--- config.mk ---
export PLATFORM = sky130hd
export DESIGN_NAME = plip_ctrl
export DESIGN_NICKNAME = d
export VERILOG_FILES = /design/src/rtl/plip_pkg.sv /design/src/rtl/plip_ctrl.sv
export SDC_FILE = /design/constraint.sdc
export NUM_CORES = 1
export LEC_CHECK = 0
export ABC_AREA = 1
export BUFFER_PORTS_ARGS = -buffer_cell sky130_fd_sc_hd__buf_2
export CAP_MARGIN = 30
export CORE_AREA = 2 2 39 41
export CTS_BUF_LIST = sky130_fd_sc_hd__clkbuf_16
export DETAILED_ROUTE_END_ITERATION = 10
export DIE_AREA = 0 0 41 43
export GPL_ROUTABILITY_DRIVEN = 0
export GPL_TIMING_DRIVEN = 0
export SLEW_MARGIN = 0
export SYNTH_ARGS = -nofsm -noshare
export SYNTH_HDL_FRONTEND = slang
export SYNTH_SLANG_ARGS = --single-unit
--- constraint.sdc ---
create_clock -name clk -period 1.3 [get_ports clk]
set_input_delay 0.26 -clock clk [delete_from_list [all_inputs] [get_ports clk]]
set_output_delay 0.26 -clock clk [all_outputs]
set_load 0.05 [all_outputs]
--- src/rtl/plip_pkg.sv ---
// Package for the piecewise linear interpolator.
// Holds command codes, fixed constants and the controller/datapath structs.
// No dependencies.
`default_nettype none

package plip_pkg;

  localparam logic CMD_LOAD  = 1'b0;
  localparam logic CMD_QUERY = 1'b1;

  localparam int          REG_POINTS_IN_USE = 0;
  localparam int          POINTS_W          = 11;
  localparam logic [10:0] POINTS_RESET      = 11'd1024;

  localparam logic [31:0] NOT_FOUND_VALUE = 32'hFFFF_0000;
  localparam logic [31:0] SAT_MAX         = 32'h7FFF_FFFF;
  localparam logic [31:0] SAT_MIN         = 32'h8000_0000;

  // multiplier: one bit of d per step; divider: one quotient bit per step
  localparam int MUL_STEPS = 32;
  localparam int DIV_STEPS = 65;
  localparam int STEP_W    = 7;

  typedef struct packed {
    logic load;
    logic start_query;
    logic shift_x;
    logic rewind;
    logic shift_y;
    logic setup;
    logic mul_step;
    logic div_step;
    logic emit_hit;
    logic emit_miss;
  } ctrl_cmd_t;

  typedef struct packed {
    logic n_small;
    logic hit;
    logic last;
    logic w_zero;
    logic mul_last;
    logic div_last;
  } dp_status_t;

endpackage

`default_nettype wire

--- src/rtl/plip_ctrl.sv ---
// Controller state machine of the interpolator.
// Sequences load, scan, y fetch, multiply and divide; depends on plip_pkg.
`default_nettype none

module plip_ctrl (
  input  wire logic                   clk,
  input  wire logic                   rst,
  input  wire logic                   start,
  input  wire logic                   command,
  input  wire plip_pkg::dp_status_t   status,
  output logic                        busy,
  output plip_pkg::ctrl_cmd_t         cmd
);
  import plip_pkg::*;

  localparam logic [3:0] S_IDLE   = 4'd0;
  localparam logic [3:0] S_FETCH0 = 4'd1;
  localparam logic [3:0] S_FETCH1 = 4'd2;
  localparam logic [3:0] S_SCAN   = 4'd3;
  localparam logic [3:0] S_Y0     = 4'd4;
  localparam logic [3:0] S_Y1     = 4'd5;
  localparam logic [3:0] S_SETUP  = 4'd6;
  localparam logic [3:0] S_MUL    = 4'd7;
  localparam logic [3:0] S_DIV    = 4'd8;
  localparam logic [3:0] S_FINISH = 4'd9;

  logic [3:0] state;
  logic [3:0] state_next;
  logic       accept;

  assign busy   = (state != S_IDLE);
  assign accept = start && !busy;

  always_comb begin
    state_next = state;
    cmd        = '0;
    unique case (state)
      S_IDLE: begin
        if (accept && (command == CMD_LOAD)) begin
          cmd.load = 1'b1;
        end else if (accept) begin
          cmd.start_query = 1'b1;
          if (status.n_small) begin
            cmd.emit_miss = 1'b1;
          end else begin
            state_next = S_FETCH0;
          end
        end
      end
      S_FETCH0: begin
        cmd.shift_x = 1'b1;
        state_next  = S_FETCH1;
      end
      S_FETCH1: begin
        cmd.shift_x = 1'b1;
        state_next  = S_SCAN;
      end
      S_SCAN: begin
        if (status.hit) begin
          cmd.rewind = 1'b1;
          state_next = S_Y0;
        end else if (status.last) begin
          cmd.emit_miss = 1'b1;
          state_next    = S_IDLE;
        end else begin
          cmd.shift_x = 1'b1;
        end
      end
      S_Y0: begin
        cmd.shift_y = 1'b1;
        state_next  = S_Y1;
      end
      S_Y1: begin
        cmd.shift_y = 1'b1;
        state_next  = S_SETUP;
      end
      S_SETUP: begin
        cmd.setup  = 1'b1;
        state_next = status.w_zero ? S_FINISH : S_MUL;
      end
      S_MUL: begin
        cmd.mul_step = 1'b1;
        if (status.mul_last) state_next = S_DIV;
      end
      S_DIV: begin
        cmd.div_step = 1'b1;
        if (status.div_last) state_next = S_FINISH;
      end
      S_FINISH: begin
        cmd.emit_hit = 1'b1;
        state_next   = S_IDLE;
      end
      default: begin
        state_next = S_IDLE;
      end
    endcase
  end

  always_ff @(posedge clk) begin
    if (rst) begin
      state <= S_IDLE;
    end else begin
      state <= state_next;
    end
  end

endmodule

`default_nettype wire

# Yosys cells after proc, flatten, opt, wreduce, memory -nomap -nowiden
# Cells that the tools add are included.
# totals
regBits	4
inputBits	10
output_inout_bits	11
word_cells	54
# op_classes
n_eq_ne	15
mux	29
bitwise	1
reduce_logical	8
# op_table
operator	count
4-bit one-hot mux with 9 select lines	1
4-bit two-way mux	8
1-bit two-way mux	17
4-bit by 3-bit == test with 1-bit output (second input constant)	4
2-bit inequality test (second input constant)	5
4-bit by 2-bit == test with 1-bit output (second input constant)	2
4-bit == test (second input constant)	2
6-bit AND reduction	1
4-bit by 1-bit == test with 1-bit output (second input constant)	1
4-bit logical NOT	1
1-bit one-hot mux with 2 select lines	2
4-bit nonzero test	1
2-bit OR reduction	2
3-bit inequality test (second input constant)	1
1-bit logical AND	2
2-bit two-way mux	1
1-bit logical NOT	1
1-bit inverter	1

# Longest topological paths before layout
# depth
word_depth	6
mapped_depth	9
mapped_depth_nobuf	9

# Worst setup path after synthesis
# Ideal clock, no wire load.
# synth_path
kind	reg-to-output
startpoint	register state[1]
endpoint	output port cmd[0] (netlist name)
arrival_time_ns	1.896
t_required_ns	1.040
slack_ns	-0.856
path_stages_with_launch	5
path_buffers	0
cell_sequence	dfxtp_1 > nor2_1 > nand3_1 > nor2_1 > a32o_1
# synth_lines
item	line	rtl
start, declared	plip_ctrl.sv:27	logic [3:0] state;
start signal, assigned	plip_ctrl.sv:103	state <= state_next;
end, declared	plip_ctrl.sv:12	output plip_pkg::ctrl_cmd_t cmd

==> flow_summary_export.csv <==
group,metric,value,unit
outcome,violations,"negative setup slack",
floorplanning,die-width,41,µm
clocking,hold_buffers,0,
route,detail-route-antenna-nets,0,
clocking,cts_root_buf,"clkbuf_16",
sta,timing.setup.tns,-1.06,ns
logic_synthesis,ys_ff_latch,4,
sta,worst_slew_margin_rel,87.3,%
sta,period_needed,1.48,ns
sta,setup_slack,-0.180,ns
clocking,cts_buffers,3,
critical_path,cp_cell_sequence,"nor2_4 > nand3_4 > nor2_4 > a32o_2 > buf_8",
flow_run,cap_violations,0,
power,p_leak,0.431,nW
clocking,clkLatencyLatePin,0.22,ns
logic_synthesis,synth_area_per_cell,5.41,µm²
clocking,clk_path_buf_depth,2,
placed_design,hpwl,785,µm
logic_synthesis,synth_nets,78,
floorplanning,die_y,43,µm
power,finalPower,1.89,mW
critical_path,worst_setup_path_start_kind,"register",
clocking,htreeDepth,1,
critical_path,path_class,"reg -> out",
route,drc,0,
power,vdd_drop_max,2.24,mV
floorplanning,core-area,1380,µm²
layout,layout-area-overhead-vs-synth,124,%
route,detail_route.wl_per_cell,10.1,µm
floorplanning,die_area,1760,µm²
critical_path,cp.required,1.04,ns
global_route,grt_pass1_vias,499,
layout,reg_top3,"state x4",
route,via_per_inst,4.62,
logic_synthesis,syn_area,368,µm²
floorplanning,start_util,26.6,%
global_route,grt_pass1_wl,1960,µm
sta,max_freq,676,MHz
logic_synthesis,ys_types,13,
route,vias,531,
route,first_pass_iters,4,
logic_synthesis,postSynthCellCount,68,
sta,drv_slew,0,
layout,regMostFlops,"state",
critical_path,crit_arrival,1.22,ns
critical_path,worstPathMaxFanout,4,
logic_synthesis,ys_seq_area_share,21.8,%
sta,worst_slew_pin_slew,0.189,ns
global_route,antenna_found_initial,0,
logic_synthesis,yosysWarnings,0,
critical_path,critPathSlowestCell,"dfxtp_4",
floorplanning,row_count,14,
sta,fin_crit_sh,114,%
clocking,cts_num_sinks,4,
sta,finClkSkew,0.000654,ns
placed_design,io_buffers,20,
floorplanning,io_pins,21,
sta,setup_viol,10,
layout,drive_gt1_share,63.6,%
layout,num_antenna_cells,0,
critical_path,critPathBufInv,1,
power,power_density,2290,nW/µm²
min_path,hp-class,"in -> reg",
route,dr.first_iter.drc_count,4,
global_route,grt_use_total,16.5,%
sta,hold_violations,0,
sta,rsz0062_at_grt,"yes",
global_route,grt-ovfl-total,0,
route,drt-total-wl,1160,µm
layout,layout_common_cells,"inv_1, buf_2, nand2_1, buf_6, buf_4",
placed_design,pre_cts_ws,-0.132,ns
critical_path,end_kind,"primary output",
outcome,status,"complete, but fails checks",
clocking,cts_tree,"built",
layout,nets,111,
clocking,clk_pin_slew,0.03,ns
layout,largest_reg_flops,4,
critical_path,slowest_delay,0.36,ns
critical_path,cp_top_family,"flip-flops",
critical_path,critPathMostFrequentCell,"nor2_4",
global_route,grt_max_degree,6,
cell usage after synthesis:
| library cell | n | area share (%) |
|---|---|---|
| nand4_1 | 1 | 1.7 |
| nand2_2 | 3 | 5.1 |
| nand3_1 | 7 | 9.5 |
| nor3_1 | 3 | 4.1 |
| nor2_1 | 13 | 13 |
| o21ai_0 | 3 | 4.1 |
| a21oi_1 | 4 | 5.4 |
| nor2_4 | 1 | 3.1 |
| nand2_1 | 13 | 13 |
| inv_1 | 14 | 14 |
| a32o_1 | 1 | 2.7 |
| dfxtp_1 | 4 | 22 |
| nor2_2 | 1 | 1.7 |
cell families after synthesis:
group	share of synthesized area, %
buffers and inverters	14.3
DFF	21.8
and+or+nand+nor	51.7
AOI/OAI and AO/OA	12.2
repair_timing:
item                                    CTS  global route
setup buffers                             6             2
endpoints found under the setup margin   11            15
cloned                                    0             0
gates resized for setup                  39            15
hold endpoints to repair                  0             0
pin swaps                                12             6
final timing paths:
check | startpoint | to | slack (ns) | depth (start not counted)
worst max register to register | state[0] | state[0] | 0.01 | 9
worst min register to register | state[0] | state[0] | 0.57 | 2
worst min-delay path | rst | state[3] | 0.24 | 2
worst max-delay path | state[1] | cmd[0] | -0.18 | 5
power breakdown:
group / switching, mW / internal [mW] / leakage, nW
combinational: 0.674 / 0.479 / 0.359
clock: 0.0846 / 0.393 / 0.0370
sequential: 0.0851 / 0.177 / 0.0353
routing by layer:
layer  vias up  GRT usage (%)  share of wire (%)
li1        277              -                  -
met1       239           19.6                 41
met2        11           25.6                 54
met3         4           1.57                2.5
met4         0           12.0                3.1
met5         -              0                  0
worst register-to-register path, stage by stage (launching register included):
cell and delay [ns]:
dfxtp_4 0.40, nor2_4 0.06, buf_4 0.13, buf_4 0.13, nand3_1 0.06, nand2_1 0.06
nor2_2 0.16, nand3_1 0.09, nand2_1 0.06, nor2_1 0.03
final cells by class:
class                      instances  area (µm²)
timing repair buffer              28         240
inverter                          14        60.1
multi-input combinational         50         338
sequential                         4        92.6
clock buffer                       3        75.1
fill                             118         558
tap                               16        20.0
stage by stage:
stage	instances	area [µm²]	util, %	hold WS (ns)
6_report	115	826	59.7	0.241
5_1_grt	115	826	59.7	0.259
4_1_cts	113	764	55.2	0.236
3_5_place_dp	104	536	38.7	0.470
3_3_place_gp	104	536	38.7	0.467
2_1_floorplan	68	415	-	0.322
(Power assumes the default switching activity.)
