===== config.mk =====
export PLATFORM = sky130hd
export DESIGN_NAME = plip_regs
export DESIGN_NICKNAME = d
export VERILOG_FILES = /design/src/rtl/plip_pkg.sv /design/src/rtl/plip_regs.sv
export SDC_FILE = /design/constraint.sdc
export NUM_CORES = 1
export LEC_CHECK = 0
export BUFFER_PORTS_ARGS = -buffer_cell sky130_fd_sc_hd__buf_2
export CORE_UTILIZATION = 33
export CTS_CLUSTER_DIAMETER = 80
export DETAILED_ROUTE_END_ITERATION = 12
export GPL_TIMING_DRIVEN = 0
export PLACE_DENSITY = 0.88
export RECOVER_POWER = 100
export SETUP_SLACK_MARGIN = 0.5
export SLEW_MARGIN = 10
export SYNTH_ARGS = -nofsm -noshare
export SYNTH_HDL_FRONTEND = slang
export SYNTH_SLANG_ARGS = --single-unit

===== constraint.sdc =====
create_clock -name clk -period 0.8 [get_ports clk]
set_input_delay 0.08 -clock clk [delete_from_list [all_inputs] [get_ports clk]]
set_output_delay 0.08 -clock clk [all_outputs]
set_load 0.005 [all_outputs]

===== src/rtl/plip_pkg.sv =====
// Package for the piecewise linear interpolator.
// Holds command codes, fixed constants and the controller/datapath structs.
// No dependencies.
`default_nettype none

package plip_pkg;

  localparam logic CMD_LOAD  = 1'b0;
  localparam logic CMD_QUERY = 1'b1;

  localparam int          REG_POINTS_IN_USE = 0;
  localparam int          POINTS_W          = 11;
  localparam logic [10:0] POINTS_RESET      = 11'd1024;

  localparam logic [31:0] NOT_FOUND_VALUE = 32'hFFFF_0000;
  localparam logic [31:0] SAT_MAX         = 32'h7FFF_FFFF;
  localparam logic [31:0] SAT_MIN         = 32'h8000_0000;

  // multiplier: one bit of d per step; divider: one quotient bit per step
  localparam int MUL_STEPS = 32;
  localparam int DIV_STEPS = 65;
  localparam int STEP_W    = 7;

  typedef struct packed {
    logic load;
    logic start_query;
    logic shift_x;
    logic rewind;
    logic shift_y;
    logic setup;
    logic mul_step;
    logic div_step;
    logic emit_hit;
    logic emit_miss;
  } ctrl_cmd_t;

  typedef struct packed {
    logic n_small;
    logic hit;
    logic last;
    logic w_zero;
    logic mul_last;
    logic div_last;
  } dp_status_t;

endpackage

`default_nettype wire


===== src/rtl/plip_regs.sv =====
// APB-style configuration register of the interpolator.
// Holds points_in_use; depends on plip_pkg.
`default_nettype none

module plip_regs (
  input  wire logic        clk,
  input  wire logic        rst,
  input  wire logic        psel,
  input  wire logic        penable,
  input  wire logic        pwrite,
  input  wire logic [1:0]  paddr,
  input  wire logic [31:0] pwdata,
  output logic      [31:0] prdata,
  output logic             pready,
  output logic      [plip_pkg::POINTS_W-1:0] points_in_use
);
  import plip_pkg::*;

  logic wr_en;
  logic [1:0] reg_index;

  // single register, byte lanes within its word ignored
  assign reg_index = paddr >> 2;
  assign wr_en     = psel && penable && pwrite && pready;
  assign pready    = 1'b1;

  always_ff @(posedge clk) begin
    if (rst) begin
      points_in_use <= POINTS_RESET;
    end else if (wr_en && (32'(reg_index) == REG_POINTS_IN_USE)) begin
      points_in_use <= pwdata[POINTS_W-1:0];
    end
  end

  assign prdata = {{(32-POINTS_W){1'b0}}, points_in_use};

endmodule

`default_nettype wire


; Word level (Yosys, flattened, before mapping)
; Cells that the tools add are included.
[word_totals]
in_bits = 39
latchBits = 0
mem_count = 0
regBits = 11
output_inout_bits = 44
mem_bits_ro = 0
ramBits = 0
[op_classes]
n_eq_ne = 0
bitwise_logic = 0
add_sub_neg = 0
shift = 0
n_mul = 0
order_cmp = 0
mux = 0
n_reduce_logical = 2
div = 0
[ops]
columns = operator, count
row1 = $logic_and A1 B1 Y1, 2

; Logic depth before layout (Yosys ltp)
[logic_depth]
ltp_word = 2
depth_mapped = 3

; Least setup slack after synthesis
; No wires, ideal clock.
[synth_path]
path_type = input to register
start = input pwrite
end = register points_in_use[0] in the netlist's numbering
slack_ps = 155
setup_ps = 72
required_time_ps = 728
arrival_ps = 573
cell_stages = 3
cell_sequence = and3_4 -> buf_6 -> mux2i_1
[synth_via]
elab_chain_len = 1
[synth_lines]
columns = item, line
row1 = from (decl), plip_regs.sv:10  ; input wire logic pwrite,
row2 = $logic_and A1 B1 Y1, plip_regs.sv:24  ; assign wr_en = psel && penable && pwrite && pready;
row3 = to (signal assigned), plip_regs.sv:31  ; points_in_use <= pwdata[POINTS_W-1:0];
row4 = to (decl), plip_regs.sv:15  ; output logic [plip_pkg::POINTS_W-1:0] points_in_use
; No other way between the ends.
; A chain may end at the register's enable or synchronous reset.

; Worst setup path in the final report
[layout_path]
start = register points_in_use[3] in the netlist's numbering
end = output prdata[3]
[layout_rtl]
columns = item, line
row1 = to (decl), plip_regs.sv:13  ; output logic [31:0] prdata,
; No word-level cell between the ends.

==> PnR_summary.wiki <==
{| class="wikitable"
! Metric !! Value
|-
| DR vias/cell || 3.68
|-
| Share of synthesized cell area in and, or, nand and nor gates || 19.2%
|-
| Clock Latency Late Sink || 0.26 ns
|-
| Flop-to-flop setup slack || 0.10 ns
|-
| Cell leakage power || 0.000651 uW
|-
| WL final || 1.51 mm
|-
| Distinct cell type count after synthesis || 10
|-
| Fraction of layout cells with a size suffix above 1 || 62.3%
|-
| Die height || 49.7 um
|-
| RR Endpoint || points_in_use[4]
|-
| Routed wire per std cell || 8.72 um
|-
| Via total after detailed routing || 637
|-
| Count of max-cap constraint violations || 0
|-
| Synthesis warning total || 0
|-
| Total of endpoints with negative setup slack in the final report || 17
|-
| Starting DRC count in detailed routing || 4
|-
| Setup repair after global routing missed its margin || yes
|-
| Dominant cells by area after synthesis || buf_4, dfxtp_1, nand2b_1
|-
| Critical-path top delay cell || dfxtp_2
|-
| Final clock skew || 0 ns
|-
| Biggest regs || points_in_use (11)
|-
| Maximum frequency from static timing analysis || 1120 MHz
|-
| Antenna violations before repair || 0
|-
| Final std cell area, no fill || 0.00122 sq mm
|-
| Number of standard cells after synthesis || 83
|-
| Synthesized-area fraction occupied by xor and xnor cells || 0%
|-
| Number of flip-flops in the largest register || 11
|-
| Core area || 0.00204 sq mm
|-
| Area Growth Syn to Fin || 63.1%
|-
| Overall track demand over capacity in global routing || 13.5%
|-
| Netlist area before placement || 749 sq um
|-
| Number of inserted diodes || 0
|-
| Area of the die || 0.00247 sq mm
|-
| Power density over cell area || 1070 mW/mm^2
|-
| Share of the clock period used by the worst path after layout || 112%
|-
| Worst reg2reg startpoint || points_in_use[4]
|-
| Arrival time of data at the critical path endpoint || 0.82 ns
|-
| Worst Setup End Kind || primary output
|-
| Worst setup path class || register to primary output
|-
| Post-DP HPWL || 1.09 mm
|-
| Number of I/O pins || 83
|-
| Layout fillers || 197
|-
| H-tree depth || 1
|-
| Final RePlAce weighted congestion || 0.644
|-
| Initial standard-cell utilization of the core || 36.7%
|-
| Top post-synthesis cells by count || buf_4, nand2b_1, dfxtp_1, mux2i_1
|-
| Required time worst endpoint || 0.72 ns
|-
| Clock Tree Root || clkbuf_4
|-
| Yosys top cell area share || 33.1%
|-
| Placement row count || 16
|-
| Mux share of post-synthesis cell area || 14.7%
|-
| Cell Area, Placed || 0.00105 sq mm
|-
| Number of clock buffers inserted by TritonCTS || 3
|-
| Wire length of the first global-routing pass || 2.50 mm
|-
| Number of synthesized register bits || 11
|-
| Die outline width || 49.7 um
|-
| Largest Register || points_in_use
|-
| Compound-gate portion of the synthesized area || 0%
|-
| Hold Path End || points_in_use[1]
|-
| Cell type with the highest aggregate area in the netlist || buf_4
|-
| Setup TNS after final layout || -0.979 ns
|-
| Via count of the first global-routing pass || 565
|-
| Time the final worst path needs with I/O delays and setup || 0.897 ns
|-
| Final worst setup slack || -0.0968 ns
|-
| Number of synthesized flops with an enable pin || 0
|-
| Largest net degree at the start of global routing || 11
|-
| Global route overflow || 0
|-
| Cell class contributing the biggest share of worst-path delay || flip-flops
|-
| # nets final || 186
|-
| Result of the run || finished with violations
|-
| Number of nets with antenna violations after detailed routing || 0
|-
| Iteration count of the initial detailed-routing pass || 2
|-
| Critical path's largest stage delay || 0.34 ns
|-
| Cell count after placement || 167
|-
| Length in cells of the worst reg-to-reg path || 3
|-
| Number of buffers and inverters on the critical path || 2
|-
| Min-Delay Path Class || input port to register
|-
| Worst setup slack after placement || -0.0501 ns
|-
| Proportion of synthesized chip area in sequential cells || 29.4%
|-
| Worst-path clk slew || 0.07 ns
|-
| Most frequently used flop master after synthesis || dfxtp_1
|-
| Average cell area after synthesis || 9.03 sq um
|-
| Pins Over Slew Limit || 0
|-
| Hold buffers post-CTS || 0
|-
| Adder-cell share of the synthesized area || 0%
|-
| Cell count of the worst hold path || 3
|-
| Final standard cell count with taps included and fillers excluded || 173
|-
| CTS tree || yes
|-
| Worst Path Max Fanout || 3
|-
| Post-route worst hold slack || 0.0604 ns
|-
| Hold violation count in the final report || 0
|-
| Main combinational cell family by area after synthesis || buffers and inverters
|-
| Worst hold start || pwdata[1]
|-
| Library cell with the highest instance count after synthesis || buf_4
|-
| Highest ir drop seen on vdd || 0.700 mV
|-
| Violated checks || setup timing
|-
| Number of design rule violations left after detail routing || 0
|-
| Number of I/O port buffers || 37
|-
| Startpoint kind of the worst setup timing path || register
|-
| Cell with the most instances on the worst path || buf_6
|-
| CTS sink cnt || 11
|-
| Async S/R FF share, synth || 0%
|-
| Worst-path cell chain || buf_6 > buf_6
|-
| Bufs on Longest Clock Path || 2
|}
power breakdown:
part / internal, uW / switching, uW / leakage (uW)
clock network: 193 / 184 / 0.0000150
registers: 571 / 17.7 / 0.0000936
logic: 224 / 115 / 0.000543
what timing repair did:
item                       in CTS  in global routing
setup endpoints to repair      33                 33
resized for setup              31                  4
pin swaps                       0                  0
setup buffers                   1                  1
layout make-up:
cell class | count | area, sq um | area share, %
plain buffers | 36 | 314 | 25.7
clock buffers | 4 | 26.3 | 2.15
repair buffers | 39 | 275 | 22.5
flip-flops and latches | 11 | 234 | 19.1
well taps | 27 | 33.8 | 2.76
multi-input cells | 56 | 339 | 27.7
worst max-delay path by stage:
stage	from	end	slack, ns	cells past startpoint
after CTS	points_in_use[3]	prdata[3]	-0.10	2
after floorplan	pwrite	points_in_use[0]	0.16	3
after global routing	points_in_use[3]	prdata[3]	-0.13	2
final	points_in_use[3]	prdata[3]	-0.1	2
after detailed placement	rst	points_in_use[2]	-0.05	4
after global placement	rst	points_in_use[2]	-0.01	4
metrics by stage:
| step | power, uW | util, % |
|---|---|---|
| final | 1300 | 59.9 |
| after global routing | 1390 | 59.9 |
| after CTS | 1320 | 59.0 |
| after detailed placement | 884 | 51.5 |
| after global placement | 878 | 51.5 |
| after floorplan | 798 | - |
cell families (layout without fill, tap and decap cells):
kind of cell           Yosys count  count (layout)
multiplexers                    11              11
buffers and inverters           36              79
other                            2              22
flip-flops                      11              11
AND/OR/NAND/NOR                 23              23
worst reg2reg max path: cells and delay by family (launching register included):
| family | cells | cell delay, ns |
|---|---|---|
| AND/OR/NAND/NOR | 1 | 0.04 |
| flip-flops | 1 | 0.34 |
| multiplexers | 1 | 0.12 |
| buffers and inverters | 1 | 0.12 |
cells in the final DEF, fill, tap and decap left out:
cell type,Yosys,layout
clkbuf_1,1,1
nand2b_1,20,20
buf_8,0,1
buf_6,1,23
buf_4,33,23
dfxtp_2,0,11
and3_4,1,1
buf_2,1,26
conb_1,2,22
mux2i_1,11,11
nor2_2,0,1
clkbuf_2,0,1
nor2_1,2,1
clkbuf_4,0,4
per-layer routing:
layer	vias to the layer above	routed length, um	global-route usage [%]
li1	331	-	-
met1	265	584	14.2
met2	41	775	24.3
met3	0	149	4.32
met4	0	0	5.71
met5	-	0	0
Note: power is estimated with default switching activity, not from simulation.
